`config.mk`:
```
export PLATFORM = sky130hd
export DESIGN_NAME = ordered_list_with_key_delete
export DESIGN_NICKNAME = d
export VERILOG_FILES = /design/src/sv/olkd_pkg.sv /design/src/sv/olkd_ram.sv /design/src/sv/ordered_list_with_key_delete.sv
export SDC_FILE = /design/constraint.sdc
export NUM_CORES = 1
export LEC_CHECK = 0
export BUFFER_PORTS_ARGS = -buffer_cell sky130_fd_sc_hd__buf_2
export CORE_AREA = 3 3 209 211
export CTS_CLUSTER_DIAMETER = 100
export DETAILED_ROUTE_END_ITERATION = 10
export DIE_AREA = 0 0 212 214
export PLACE_DENSITY = 0.8
export SLEW_MARGIN = 5
export SYNTH_ARGS = -nofsm -noshare
export SYNTH_HDL_FRONTEND = slang
export SYNTH_HIERARCHICAL = 1
export SYNTH_SLANG_ARGS = --single-unit
```
`constraint.sdc`:
```
create_clock -name clk_i -period 7.6 [get_ports clk_i]
set_input_delay 0.76 -clock clk_i [delete_from_list [all_inputs] [get_ports clk_i]]
set_output_delay 0.76 -clock clk_i [all_outputs]
set_load 0.05 [all_outputs]
```
`src/sv/olkd_pkg.sv`:
```
// Shared types, sizes and codes for the ordered list block.
// No dependencies; used by the top level, both checkers and the testbench.
package olkd_pkg;

  localparam int unsigned Depth     = 16;
  localparam int unsigned DataWidth = 32;
  localparam int unsigned ItemW     = 32;
  localparam int unsigned ActW      = 3;
  localparam int unsigned StatW     = 3;
  localparam int unsigned AddrW     = $clog2(Depth);
  localparam int unsigned CntW      = $clog2(Depth + 1);

  typedef logic [AddrW-1:0]     addr_t;
  typedef logic [CntW-1:0]      cnt_t;
  typedef logic [DataWidth-1:0] data_t;

  typedef enum logic [ActW-1:0] {
    ACT_APPEND   = 3'd0,
    ACT_POP_HEAD = 3'd1,
    ACT_POP_TAIL = 3'd2,
    ACT_REMOVE   = 3'd3,
    ACT_LIST     = 3'd4
  } act_e;

  typedef enum logic [StatW-1:0] {
    ST_APPENDED = 3'd0,
    ST_REMOVED  = 3'd1,
    ST_EMPTY    = 3'd2,
    ST_NOTFOUND = 3'd3,
    ST_FULL     = 3'd4,
    ST_LISTED   = 3'd5
  } stat_e;

  typedef enum logic [2:0] {
    S_IDLE,
    S_POP_RD,
    S_POP_OUT,
    S_SEARCH,
    S_SHIFT,
    S_LIST
  } state_e;

  // Physical slot of the entry at offset off from the head (off <= Depth).
  function automatic addr_t slot_of(addr_t head, cnt_t off);
    logic [CntW:0] sum;
    sum = (CntW+1)'(head) + (CntW+1)'(off);
    if (sum >= (CntW+1)'(Depth)) begin
      sum = sum - (CntW+1)'(Depth);
    end
    return AddrW'(sum);
  endfunction

endpackage

```
`src/sv/olkd_ram.sv`:
```
// Generic single-write, single-read RAM with registered read data.
// No dependencies.
module olkd_ram #(
  parameter int unsigned Width = 32,
  parameter int unsigned Depth = 16
) (
  input  logic                     clk_i,
  input  logic                     we_i,
  input  logic [$clog2(Depth)-1:0] waddr_i,
  input  logic [Width-1:0]         wdata_i,
  input  logic [$clog2(Depth)-1:0] raddr_i,
  output logic [Width-1:0]         rdata_o
);

  logic [Width-1:0] mem_q [Depth];

  always_ff @(posedge clk_i) begin
    if (we_i) begin
      mem_q[waddr_i] <= wdata_i;
    end
    rdata_o <= mem_q[raddr_i];
  end

endmodule

```
`src/sv/ordered_list_with_key_delete.sv`:
```
// Top level of the ordered list with delete by value.
// Depends on olkd_pkg and olkd_ram.
//
// Use: an item (action_i, value_i) is taken at a clock edge with start high
// and busy low. Results come out on status_o/item_o/last_o, each valid for
// exactly one cycle while valid_o is high; last_o marks the final result of
// an item. The receiver cannot stall, so results are never held back.
// Path from the accepting edge to the result, by action:
//   append, full, empty: result in the next cycle, busy stays low.
//   unused action codes: no result, busy stays low.
//   remove head/tail: through S_POP_RD, the RAM read and S_POP_OUT.
//   remove by value: S_SEARCH reads from the head to the match; unless it is
//   the last entry, busy then holds in S_SHIFT while the tail closes up;
//   no match: the result comes with the check of the last entry.
//   list: one entry per cycle back to back from the head.
// All walks go through the single read port of the entry RAM, one entry per
// cycle; read data is registered. Reset empties the list; no clearing pass.
module ordered_list_with_key_delete (
  input  logic                              clk_i,
  input  logic                              rst_ni,
  input  logic                              start,
  input  logic [olkd_pkg::ActW-1:0]         action_i,
  input  logic signed [olkd_pkg::ItemW-1:0] value_i,
  output logic                              busy,
  output logic                              valid_o,
  output logic [olkd_pkg::StatW-1:0]        status_o,
  output logic signed [olkd_pkg::ItemW-1:0] item_o,
  output logic                              last_o
);
  import olkd_pkg::*;

  state_e state_q, state_d;
  addr_t  head_q, head_d;
  cnt_t   occ_q, occ_d;
  act_e   act_q, act_d;
  data_t  key_q, key_d;
  cnt_t   ridx_q, ridx_d;
  cnt_t   cidx_q, cidx_d;
  logic   rvld_q, rvld_d;
  logic   valid_q, valid_d;
  stat_e  status_q, status_d;
  logic signed [ItemW-1:0] item_q, item_d;
  logic   last_q, last_d;

  logic   we;
  addr_t  waddr, raddr;
  data_t  wdata, rdata;
  data_t  key_in;
  cnt_t   woff;
  logic   accept, hit, at_last, issue_more, empty, full;
  logic signed [ItemW-1:0] rd_item;

  olkd_ram #(
    .Width(DataWidth),
    .Depth(Depth)
  ) u_ram (
    .clk_i  (clk_i),
    .we_i   (we),
    .waddr_i(waddr),
    .wdata_i(wdata),
    .raddr_i(raddr),
    .rdata_o(rdata)
  );

  assign busy       = (state_q != S_IDLE);
  assign accept     = start && !busy;
  assign key_in     = DataWidth'(value_i);
  assign rd_item    = ItemW'($signed(rdata));
  assign empty      = (occ_q == '0);
  assign full       = (occ_q == cnt_t'(Depth));
  assign hit        = rvld_q && (rdata == key_q);
  assign at_last    = (cidx_q == occ_q - cnt_t'(1));
  assign issue_more = (ridx_q < occ_q);
  assign raddr      = slot_of(head_q, ridx_q);
  // Shift writes land one slot behind the entry just read; appends at the tail.
  assign woff       = (state_q == S_SHIFT) ? (cidx_q - cnt_t'(1)) : occ_q;
  assign waddr      = slot_of(head_q, woff);

  // Next state
  always_comb begin
    state_d = state_q;
    unique case (state_q)
      S_IDLE: begin
        if (accept && !empty) begin
          unique case (action_i)
            ACT_POP_HEAD, ACT_POP_TAIL: state_d = S_POP_RD;
            ACT_REMOVE:                 state_d = S_SEARCH;
            ACT_LIST:                   state_d = S_LIST;
            default:                    state_d = S_IDLE;
          endcase
        end
      end
      S_POP_RD:  state_d = S_POP_OUT;
      S_POP_OUT: state_d = S_IDLE;
      S_SEARCH: begin
        if (hit) begin
          state_d = at_last ? S_IDLE : S_SHIFT;
        end else if (rvld_q && at_last) begin
          state_d = S_IDLE;
        end
      end
      S_SHIFT, S_LIST: begin
        if (rvld_q && at_last) begin
          state_d = S_IDLE;
        end
      end
      default: state_d = S_IDLE;
    endcase
  end

  // Datapath and outputs
  always_comb begin
    head_d   = head_q;
    occ_d    = occ_q;
    act_d    = act_q;
    key_d    = key_q;
    ridx_d   = ridx_q;
    cidx_d   = cidx_q;
    rvld_d   = 1'b0;
    valid_d  = 1'b0;
    status_d = status_q;
    item_d   = item_q;
    last_d   = last_q;
    we       = 1'b0;
    wdata    = key_in;

    // Read stream for the walking states: one entry per cycle.
    if ((state_q == S_SEARCH || state_q == S_SHIFT || state_q == S_LIST) && issue_more) begin
      ridx_d = ridx_q + cnt_t'(1);
      cidx_d = ridx_q;
      rvld_d = 1'b1;
    end

    unique case (state_q)
      S_IDLE: begin
        if (accept) begin
          act_d  = act_e'(action_i);
          key_d  = key_in;
          ridx_d = '0;
          unique case (action_i)
            ACT_APPEND: begin
              valid_d = 1'b1;
              last_d  = 1'b1;
              if (full) begin
                status_d = ST_FULL;
                item_d   = '0;
              end else begin
                we       = 1'b1;
                occ_d    = occ_q + cnt_t'(1);
                status_d = ST_APPENDED;
                item_d   = ItemW'($signed(key_in));
              end
            end
            ACT_POP_HEAD, ACT_POP_TAIL, ACT_REMOVE, ACT_LIST: begin
              if (empty) begin
                valid_d  = 1'b1;
                last_d   = 1'b1;
                status_d = ST_EMPTY;
                item_d   = '0;
              end else if (action_i == ACT_POP_TAIL) begin
                ridx_d = occ_q - cnt_t'(1);
              end
            end
            default: ;
          endcase
        end
      end
      S_POP_RD: ;
      S_POP_OUT: begin
        valid_d  = 1'b1;
        last_d   = 1'b1;
        status_d = ST_REMOVED;
        item_d   = rd_item;
        occ_d    = occ_q - cnt_t'(1);
        if (act_q == ACT_POP_HEAD) begin
          head_d = slot_of(head_q, cnt_t'(1));
        end
      end
      S_SEARCH: begin
        if (hit) begin
          valid_d  = 1'b1;
          last_d   = 1'b1;
          status_d = ST_REMOVED;
          item_d   = rd_item;
          if (at_last) begin
            occ_d = occ_q - cnt_t'(1);
          end else begin
            // restart the stream just behind the match
            ridx_d = cidx_q + cnt_t'(1);
            rvld_d = 1'b0;
          end
        end else if (rvld_q && at_last) begin
          valid_d  = 1'b1;
          last_d   = 1'b1;
          status_d = ST_NOTFOUND;
          item_d   = '0;
        end
      end
      S_SHIFT: begin
        if (rvld_q) begin
          we    = 1'b1;
          wdata = rdata;
          if (at_last) begin
            occ_d = occ_q - cnt_t'(1);
          end
        end
      end
      S_LIST: begin
        if (rvld_q) begin
          valid_d  = 1'b1;
          last_d   = at_last;
          status_d = ST_LISTED;
          item_d   = rd_item;
        end
      end
      default: ;
    endcase
  end

  always_ff @(posedge clk_i or negedge rst_ni) begin
    if (!rst_ni) begin
      state_q <= S_IDLE;
      head_q  <= '0;
      occ_q   <= '0;
      rvld_q  <= 1'b0;
      valid_q <= 1'b0;
    end else begin
      state_q <= state_d;
      head_q  <= head_d;
      occ_q   <= occ_d;
      rvld_q  <= rvld_d;
      valid_q <= valid_d;
    end
  end

  always_ff @(posedge clk_i) begin
    act_q    <= act_d;
    key_q    <= key_d;
    ridx_q   <= ridx_d;
    cidx_q   <= cidx_d;
    status_q <= status_d;
    item_q   <= item_d;
    last_q   <= last_d;
  end

  assign valid_o  = valid_q;
  assign status_o = status_q;
  assign item_o   = item_q;
  assign last_o   = last_q;

endmodule

```
==> metrics.txt, run 1 <==
outcome completed; die width 212 µm; met1 usage 0.364; CP endpoint kind register; pwr/cell area 407 nW/µm²; reg2reg start state_q[1]; Starting Density 0.599; Routed WL 57,400 µm; H-tree depth 2; final hold violations 0; layout cell share with drive strength beyond 1 0.278; count leader, synth edfxtp_1; non-filler instance count after layout 1,943; Crit Path Max Fanout 32; First-pass DRT Iterations 5; Post-Syn Area 25,100 µm²; DRC Markers 0; Total GRT Usage 0.258; ANT nets after route 0; hold_buf cts 0; Critical Path RT 7.83 ns; setup TNS 0 ns; arrival time worst endpoint 4.87 ns; cell row count 75; grt peak-use layer met2; Die Height 214 µm; pin count of the biggest net entering global routing 83; # resized after CTS 0; full die area 45,400 µm²; leading area contributor after synthesis edfxtp_1; syn_nets 1,317; Post-synth ARST share 0.0219; Synth Flop Type edfxtp_1; Final Max Slew Viols 0; period utilization 0.611; final setup skew 0.0115 ns; TritonCTS clock tree yes; n_diodes 0; Worst path most repeated cell xnor2_1; VDD IR max 0.000333 V; maxcap violations 0; post-synthesis sequential area ratio 0.746; filler cell count 2,493; placed instance count 1,831; Max Root-Sink Buffers 3; Vias 13,000; Stages on worst setup path 10; ranking of synthesized cells by area edfxtp_1, mux4_2, dfxtp_1; setup violation total in the final timing report 0; CTS buffer count 59; critical path buffer and inverter count 0; synth unique cells 65; Final Net Count 1,409; first-pass GRT wire length 86,200 µm; vias in the first global route 13,500; minimum clock period 4.64 ns; f_max 216 MHz; share of the synthesized area in the top cell type 0.703; routed vias/inst 6.68; initial antenna violation count 0; met3 Resource Use GR 0.0466; grt ovf 0; DR iter-0 viols 1,661; post-DR wirelength/cell 29.5 µm; Seq cells post-synth 639; CP top delay family simple AND/OR/NAND/NOR gates; critical path endpoint u_ram/mem_q[14][22]; Crit. Startpoint state_q[1]; clock latency on the worst-skew pair 0.62 ns; synth-to-layout area growth 12.5%; cell count after synthesis 1,261; number of synthesized flops with an enable pin 588; clock sink count 639; critical path launch point type register; RD Place Congestion 0.844; clock root cell clkbuf_16; Post-CTS Setup Inserts 0; leakage 9.21 nW; R2R Path End u_ram/mem_q[14][22]; Crit path largest cell delay 1.10 ns; Slew HR 0.127; Critical Path, Cell by Cell nand2b_1, nor2_1, mux2i_1, ha_1, a21o_1, a21oi_1, xnor2_1, xnor2_1, nand3_1, nor2_4; slowest CP cell nor2_4; warnings from Yosys 6; Crit Path Category register to register; reg2reg setup slack 2.96 ns; clock slew at reported path FFs 0.06 ns; Commonest cells post-synth edfxtp_1, mux4_2, a22oi_1, nand2_1, xnor2_1; Worst-Margin Slew 1.31 ns; R2R depth 10; met2 Use GR 0.424; Hold WC Path Type primary input to asynchronous set/reset pin; I/O pin count 76; RSZ-0062 raised after global routing false; HPWL Detailed 32,000 µm; Mapped Avg Cell Area 19.9 µm²; core area 41,900 µm²; number of port buffers 75
per-stage QoR:
stage               hold slack (ns)  power, mW  setup slack, ns   util  instance area (µm²)
CTS                          0.0316       11.5             3.10  0.674                28300
global route                 0.0449       11.9             2.73  0.674                28300
finish                       0.0474       11.5             2.96  0.674                28300
detailed placement            0.491       8.35             3.17  0.623                26200
global placement              0.486       8.27             3.27  0.623                26200
floorplan                     0.455       7.32             2.29      -                25100
routing by layer:
| layer | wire [µm] | share of wire |
|---|---|---|
| met1 | 22100 | 0.39 |
| met2 | 29100 | 0.51 |
| met5 | 0 | 0 |
| met4 | 1400 | 0.024 |
| met3 | 4740 | 0.083 |
placed cells by master (no fill, tap or decap), drive strengths merged, types with 4 or more instances in the layout:
cell type | Yosys | layout
ha | 16 | 16
nand2 | 56 | 56
dfxtp | 37 | 37
inv | 19 | 24
xnor2 | 45 | 45
nor2 | 28 | 28
nand4 | 10 | 10
a21o | 5 | 5
mux2 | 34 | 34
dfrtp | 14 | 14
a21oi | 13 | 13
nor2b | 12 | 12
a31oi | 4 | 4
nand3 | 7 | 7
a211oi | 4 | 4
xor2 | 12 | 12
a22o | 32 | 32
mux4 | 128 | 128
clkinv | 0 | 22
clkbuf | 27 | 73
mux2i | 4 | 4
nand2b | 6 | 6
edfxtp | 588 | 588
and2 | 5 | 5
bufinv | 0 | 11
nand3b | 5 | 5
nor3 | 13 | 13
o21ai | 11 | 11
buf | 32 | 90
a22oi | 64 | 64
cells by family (layout without fill, tap and decap cells):
family / after synthesis / in the layout / synth area share
AND/OR/NAND/NOR: 153 / 153 / 0.0318
buffers and inverters: 78 / 221 / 0.0143
XOR/XNOR: 58 / 58 / 0.0208
flip-flops: 639 / 639 / 0.746
adder cells (fa/ha/maj): 19 / 19 / 0.00996
multiplexers: 166 / 166 / 0.132
AO/OA/AOI/OAI: 148 / 148 / 0.0452
final cells by class:
class                   count  area (µm²)  area share
clock buffers              73        1590      0.0562
clock inverters            39         512      0.0181
inverters                  19        73.8     0.00261
multi-input cells         544        6170       0.218
flip-flops and latches    639       18700       0.664
well taps                 539         674      0.0239
repair buffers             90         488      0.0173
state kept, by name (all words and copies together), names as in the netlist:
signal / flops
act_q: 3
cidx_q: 5
head_q: 4
item_o: 32
key_q: 32
last_o: 1
occ_q: 5
ridx_q: 5
rvld_q: 1
state_q: 3
status_o: 3
u_ram/mem_q: 512
u_ram/rdata_o: 32
valid_o: 1
report_power, final:
part	total [mW]	leakage [nW]	internal, mW	switching [mW]
Combinational	3.80	2.36	1.56	2.24
Sequential	4.54	5.81	4.28	0.252
Clock	3.16	1.04	1.87	1.29
Total	11.5	9.21	7.71	3.78
how the worst min path moves through the flow:
stage / from / end / slack (ns) / cells past startpoint
after detailed placement: ridx_q[4] / cidx_q[4] / 0.49 / 0
after CTS: rst_ni / valid_o / 0.03 / 1
after global placement: ridx_q[4] / cidx_q[4] / 0.49 / 0
final: rst_ni / valid_o / 0.05 / 1
after global routing: rst_ni / valid_o / 0.04 / 1
after floorplan: rst_ni / head_q[0] / 0.46 / 0
Power figures use the tool's default switching activity.
==> run 2, diff against run 1 <==
Clock period 7.6 ns to 4.83 ns, I/O delays scaled along.
==> run 2 against run 1 <==
Compared with the run above:
- combinational power up 64%
- critical path depth up 2
- die area unchanged
- sequential power up 57%
- final area up 0.20%
- register-to-register slack worse by 2.3 ns
- via count up 0.45%
- non-clock buffer count up 16
- final cell count up 0.62%
- critical path type unchanged
- largest cell class unchanged
==> metrics.txt, run 2 (synthesized netlist as in run 1, its figures left out) <==
outcome completed (unchanged); pwr/cell area 633 nW/µm² (was 407 nW/µm²); ANT nets after route 0 (unchanged); slowest CP cell nor3_4 (was nor2_4); first-pass GRT wire length 89,000 µm (was 86,200 µm); non-filler instance count after layout 1,955 (was 1,943); f_max 242 MHz (was 216 MHz); Crit Path Max Fanout 24 (was 32); setup TNS 0 ns (unchanged); setup violation total in the final timing report 0 (unchanged); final setup skew 0.0223 ns (was 0.0115 ns); H-tree depth 2 (unchanged); vias in the first global route 13,200 (was 13,500); Worst-Margin Slew 1.13 ns (was 1.31 ns); die width 212 µm (unchanged); VDD IR max 0.000400 V (was 0.000333 V); Final Max Slew Viols 0 (unchanged); CTS buffer count 58 (was 59); clock sink count 639 (unchanged); First-pass DRT Iterations 5 (unchanged); met1 usage 0.374 (was 0.364); Total GRT Usage 0.270 (was 0.258); placed instance area 26,400 µm² (was 26,200 µm²); clock slew at reported path FFs 0.06 ns (about the same); layout cell share with drive strength beyond 1 0.277 (was 0.278); pin count of the biggest net entering global routing 46 (was 83); grt peak-use layer met2 (unchanged); slack of the critical path 0.697 ns (was 2.96 ns); placed instance count 1,846 (was 1,831); minimum clock period 4.13 ns (was 4.64 ns); HPWL Detailed 35,900 µm (was 32,000 µm); full die area 45,400 µm² (unchanged); Vias 13,000 (about the same); CP endpoint kind register (unchanged); final hold violations 0 (unchanged); Crit Path Category register to register (unchanged); Hold WC Path Type primary input to register (was primary input to asynchronous set/reset pin); Slew HR 0.244 (was 0.127); grt ovf 0 (unchanged); Starting Density 0.599 (unchanged); Final Net Count 1,424 (was 1,409); footprint of the multi-input gates 6190 µm² (was 6170 µm²); filler cell count 2,543 (was 2,493); Largest register FFs 512 (unchanged); arrival time worst endpoint 4.45 ns (was 4.87 ns); # resized after CTS 0 (unchanged); Max Root-Sink Buffers 3 (unchanged); maxcap violations 0 (unchanged); post-DR wirelength/cell 30.6 µm (was 29.5 µm); cell row count 75 (unchanged); I/O pin count 76 (unchanged); sequential power share 0.399 (was 0.395); switching share of power 0.341 (was 0.329); design area 28,300 µm² (about the same); initial antenna violation count 0 (unchanged); number of port buffers 75 (unchanged); Psw 6.10 mW (was 3.78 mW); Die Height 214 µm (unchanged); RSZ-0062 raised after global routing false (unchanged); Routed WL 59,900 µm (was 57,400 µm); TritonCTS clock tree yes (unchanged); Critical Path RT 5.14 ns (was 7.83 ns); most common cell after layout, fill and taps aside edfxtp_1 (unchanged); DR iter-0 viols 1,698 (was 1,661); Worst path most repeated cell xnor2_1 (unchanged); clock latency on the worst-skew pair 0.64 ns (was 0.62 ns); clock root cell clkbuf_16 (unchanged); clock power share 0.254 (was 0.275); routed vias/inst 6.67 (was 6.68); hold_buf cts 1 (was 0); Total Power 17.9 mW (was 11.5 mW); met3 Resource Use GR 0.0520 (was 0.0466); Comb pwr share 0.348 (was 0.330); Post-Place Worst Slack 0.786 ns (was 3.17 ns); Reg area 18,700 µm² (unchanged); met2 Use GR 0.435 (was 0.424); Crit path largest cell delay 0.58 ns (was 1.10 ns); DRC Markers 0 (unchanged); leakage 9.20 nW (was 9.21 nW); period utilization 0.856 (was 0.611); RD Place Congestion 0.804 (was 0.844); Internal 11.8 mW (was 7.71 mW); n_diodes 0 (unchanged); core area 41,900 µm² (unchanged); most frequent cells in the layout edfxtp_1, mux4_2, buf_2 (unchanged); Critical Path, Cell by Cell nand2b_1, nor2_1, buf_4, mux2i_1, ha_1, a21o_1, a21oi_1, xnor2_1, xnor2_1, nand3_1, nor3_4, buf_12 (was nand2b_1, nor2_1, mux2i_1, ha_1, a21o_1, a21oi_1, xnor2_1, xnor2_1, nand3_1, nor2_4); Top reg by flops u_ram/mem_q (unchanged); synth-to-layout area growth 12.7% (was 12.5%); Post-CTS Setup Inserts 0 (unchanged); critical path launch point type register (unchanged)
## run 2: cell types whose count changed in the layout (fill, tap and decap cells not counted), moves of 4 or more
cell / delta
bufinv_16: -6
nor3_2: -4
buf_12: +10
clkinvlp_4: +6
clkinv_2: -7
clkinv_1: +6
buf_4: +5
nor3_4: +4
clkbuf_8: -4
## run 2: layer usage
layer | part of all wire | vias up
li1 | - | 5374
met4 | 0.036 | 0
met2 | 0.50 | 784
met1 | 0.37 | 6758
met3 | 0.092 | 117
met5 | 0 | -
## run 2: worst paths after layout
path                       slack [ns]                  end  depth (start not counted)         from
setup / recovery                 0.70  u_ram/mem_q[12][26]                         12   state_q[1]
hold / removal                   0.05            key_q[17]                          1  value_i[17]
setup reg to reg                 0.70  u_ram/mem_q[12][26]                         12   state_q[1]
hold reg to reg                  0.53            cidx_q[4]                          0    ridx_q[4]
max in group asynchronous        4.23             occ_q[4]                          2       rst_ni
min in group asynchronous        0.31               rvld_q                          2       rst_ni
## run 2: cell type report
type / count / area share
clock inverters: 37 / 0.0128
flip-flops and latches: 639 / 0.662
repair buffers: 106 / 0.0260
inverters: 19 / 0.00261
clock buffers: 71 / 0.0537
well taps: 539 / 0.0238
multi-input cells: 544 / 0.219
## run 2: power by group through the flow
stage	combinational, mW	clock (mW)	sequential, mW
final	6.22	4.54	7.14
after global routing	6.60	4.81	7.19
after CTS	6.26	4.61	7.13
after detailed placement	6.15	0	7.24
after global placement	6.07	0	7.21
after floorplan	4.12	0	7.41
## run 2: critical path: cells and delay by family (launching register included)
kind | cells | cell delay (ns)
compound gates | 2 | 0.36
fa+ha+maj | 1 | 0.28
simple gates | 4 | 1.42
xor+xnor | 2 | 0.49
flops | 1 | 0.49
mux | 1 | 0.29
buf+inv | 2 | 0.46
## run 2: per-stage QoR
step / hold WS [ns] / util
3_5_place_dp: 0.432 / 0.630
6_report: 0.0495 / 0.675
4_1_cts: 0.0211 / 0.675
3_3_place_gp: 0.423 / 0.630
5_1_grt: 0.0377 / 0.675
2_1_floorplan: 0.187 / -
==> run 3, diff against run 2 <==
Settings changed: RECOVER_POWER set to 100.
==> run 3 against run 2 <==
Compared with the run above:
- global-route usage did not move
- core utilization fell by 0.50 points
- the run now ends with capacitance limit, slew limit left
- total power is 0.47% lower
- non-clock buffer count unchanged
- final area is 0.74% lower
- first-iteration DRC count is 3.0% higher
- worst setup slack got worse by 0.25 ns
- routed wire length about the same
- count of clock-buffer cells in the layout did not move
- flip-flop and latch count stayed put
- fmax down 5.8%
==> metrics.txt, run 3 (synthesized netlist as in run 1, its figures left out) <==
outcome finished, violations left (was completed); violations in the final reports capacitance limit, slew limit; f_max 228 MHz (was 242 MHz); Max Root-Sink Buffers 3 (unchanged); RSZ-0062 raised after global routing false (unchanged); Worst Hold Depth 1 (unchanged); VDD IR max 0.000394 V (was 0.000400 V); Total Power 17.8 mW (was 17.9 mW); most common cell after layout, fill and taps aside edfxtp_1 (unchanged); Post-CTS Setup Inserts 0 (unchanged); Post-Place Worst Slack 0.786 ns (unchanged); setup TNS 0 ns (unchanged); period utilization 0.908 (was 0.856); arrival time worst endpoint 4.63 ns (was 4.45 ns); number of port buffers 75 (unchanged); placed instance area 26,400 µm² (unchanged); clock latency on the worst-skew pair 0.64 ns (about the same); TritonCTS clock tree yes (unchanged); first-pass GRT wire length 89,000 µm (unchanged); Hold Startpoint value_i[17] (unchanged); final setup skew 0.0289 ns (was 0.0223 ns); DR iter-0 viols 1,749 (was 1,698); Final Max Slew Viols 67 (was 0); initial antenna violation count 0 (unchanged); RD Place Congestion 0.804 (unchanged); most frequent cells in the layout edfxtp_1, mux4_2, clkbuf_1 (was edfxtp_1, mux4_2, buf_2); post-layout util 0.670 (was 0.675); maxcap violations 2 (was 0); clock sink count 639 (unchanged); grt ovf 0 (unchanged); setup violation total in the final timing report 0 (unchanged); Final Net Count 1,424 (unchanged); Largest register FFs 512 (unchanged); pin count of the biggest net entering global routing 46 (unchanged); post-DR wirelength/cell 30.6 µm (about the same); Hold EP key_q[17] (unchanged); R2R Path End u_ram/mem_q[0][18] (was u_ram/mem_q[12][26]); reg2reg setup slack 0.44 ns (was 0.70 ns); R2R depth 12 (unchanged); Critical Path RT 5.08 ns (was 5.14 ns); full die area 45,400 µm² (unchanged); ANT nets after route 0 (unchanged); design area 28,100 µm² (was 28,300 µm²); Hold WC Path Type primary input to register (unchanged); minimum clock period 4.39 ns (was 4.13 ns); synth-to-layout area growth 11.9% (was 12.7%); Slew HR -0.948 (was 0.244); critical path launch point type register (unchanged); footprint of the multi-input gates 6100 µm² (was 6190 µm²); reg2reg start state_q[1] (unchanged); clock slew at reported path FFs 0.07 ns (was 0.06 ns); Reg area 18,700 µm² (unchanged); I/O pin count 76 (unchanged); cell row count 75 (unchanged); layout cell share with drive strength beyond 1 0.194 (was 0.277); die width 212 µm (unchanged); Vias 13,100 (was 13,000); CTS buffer count 58 (unchanged); DRC Markers 0 (unchanged); Crit Path Category register to register (unchanged); pwr/cell area 634 nW/µm² (was 633 nW/µm²); Die Height 214 µm (unchanged); clock root cell clkbuf_16 (unchanged); routed vias/inst 6.68 (was 6.67); Total GRT Usage 0.270 (unchanged); H-tree depth 2 (unchanged); First-pass DRT Iterations 6 (was 5); Routed WL 59,900 µm (about the same); # resized after CTS 0 (unchanged); slack of the critical path 0.444 ns (was 0.697 ns); leakage 8.96 nW (was 9.20 nW); final hold violations 0 (unchanged); HPWL Detailed 35,900 µm (unchanged); Starting Density 0.599 (unchanged); core area 41,900 µm² (unchanged); filler cell count 2,593 (was 2,543); Worst-Margin Slew 2.92 ns (was 1.13 ns); Crit Path Max Fanout 32 (was 24); Top reg by flops u_ram/mem_q (unchanged); vias in the first global route 13,200 (unchanged); CP endpoint kind register (unchanged)
run 3: cell types whose count changed in the layout (fill, tap and decap cells not counted), moves of 4 or more:
| cell | change |
|---|---|
| buf_2 | -74 |
| buf_4 | -10 |
| mux2_2 | -32 |
| mux2_1 | +32 |
| clkbuf_1 | +76 |
| nor2_4 | -4 |
| clkbuf_2 | +8 |
run 3: timing repair:
action                                  4_1_cts  5_1_grt
hold buffers                                  1        0
endpoints found under the setup margin        0        0
endpoints found under the hold margin        14        0
run 3: worst max path at each step:
stage,depth (start not counted),from,to
after global placement,12,state_q[1],u_ram/mem_q[12][26]
after detailed placement,12,state_q[1],u_ram/mem_q[12][22]
after global routing,12,state_q[1],u_ram/mem_q[9][26]
final,12,state_q[1],u_ram/mem_q[0][18]
after CTS,12,state_q[1],u_ram/mem_q[12][18]
after floorplan,6,state_q[0],u_ram/mem_q[1][0]
run 3: cell type report:
| cell class | instances | share of cell area |
|---|---|---|
| Antenna cell | 2 | 0.000178 |
| Inverter | 19 | 0.00263 |
| Multi-Input combinational cell | 544 | 0.217 |
| Tap cell | 539 | 0.0240 |
| Sequential cell | 639 | 0.667 |
| Clock buffer | 71 | 0.0541 |
| Clock inverter | 37 | 0.0129 |
| Timing Repair Buffer | 106 | 0.0219 |
run 3: critical path, stage by stage (launching register included):
cell,delay (ns)
dfrtp_1,0.49
nand2b_1,0.29
nor2_1,0.14
buf_4,0.18
mux2i_1,0.29
ha_1,0.28
a21o_1,0.19
a21oi_1,0.17
xnor2_1,0.15
xnor2_1,0.18
or3b_2,0.58
nor3_1,0.23
clkbuf_2,0.82
run 3: stage by stage:
stage	hold WS [ns]	instances
3_3_place_gp	0.423	1846
2_1_floorplan	0.187	1261
6_report	0.0732	1957
5_1_grt	0.0820	1955
3_5_place_dp	0.432	1846
4_1_cts	0.0211	1955
run 3: layer usage:
layer  GRT usage  wire, µm
met5           0         0
met4      0.0989      2180
met3      0.0520      5690
met2       0.435     30100
met1       0.374     21900
run 3: report_power, final:
part / internal (mW) / leakage [nW] / switching [mW]
registers: 6.75 / 5.81 / 0.399
logic: 2.48 / 2.25 / 3.64
clock network: 2.52 / 0.901 / 2.03
total: 11.8 / 8.96 / 6.07
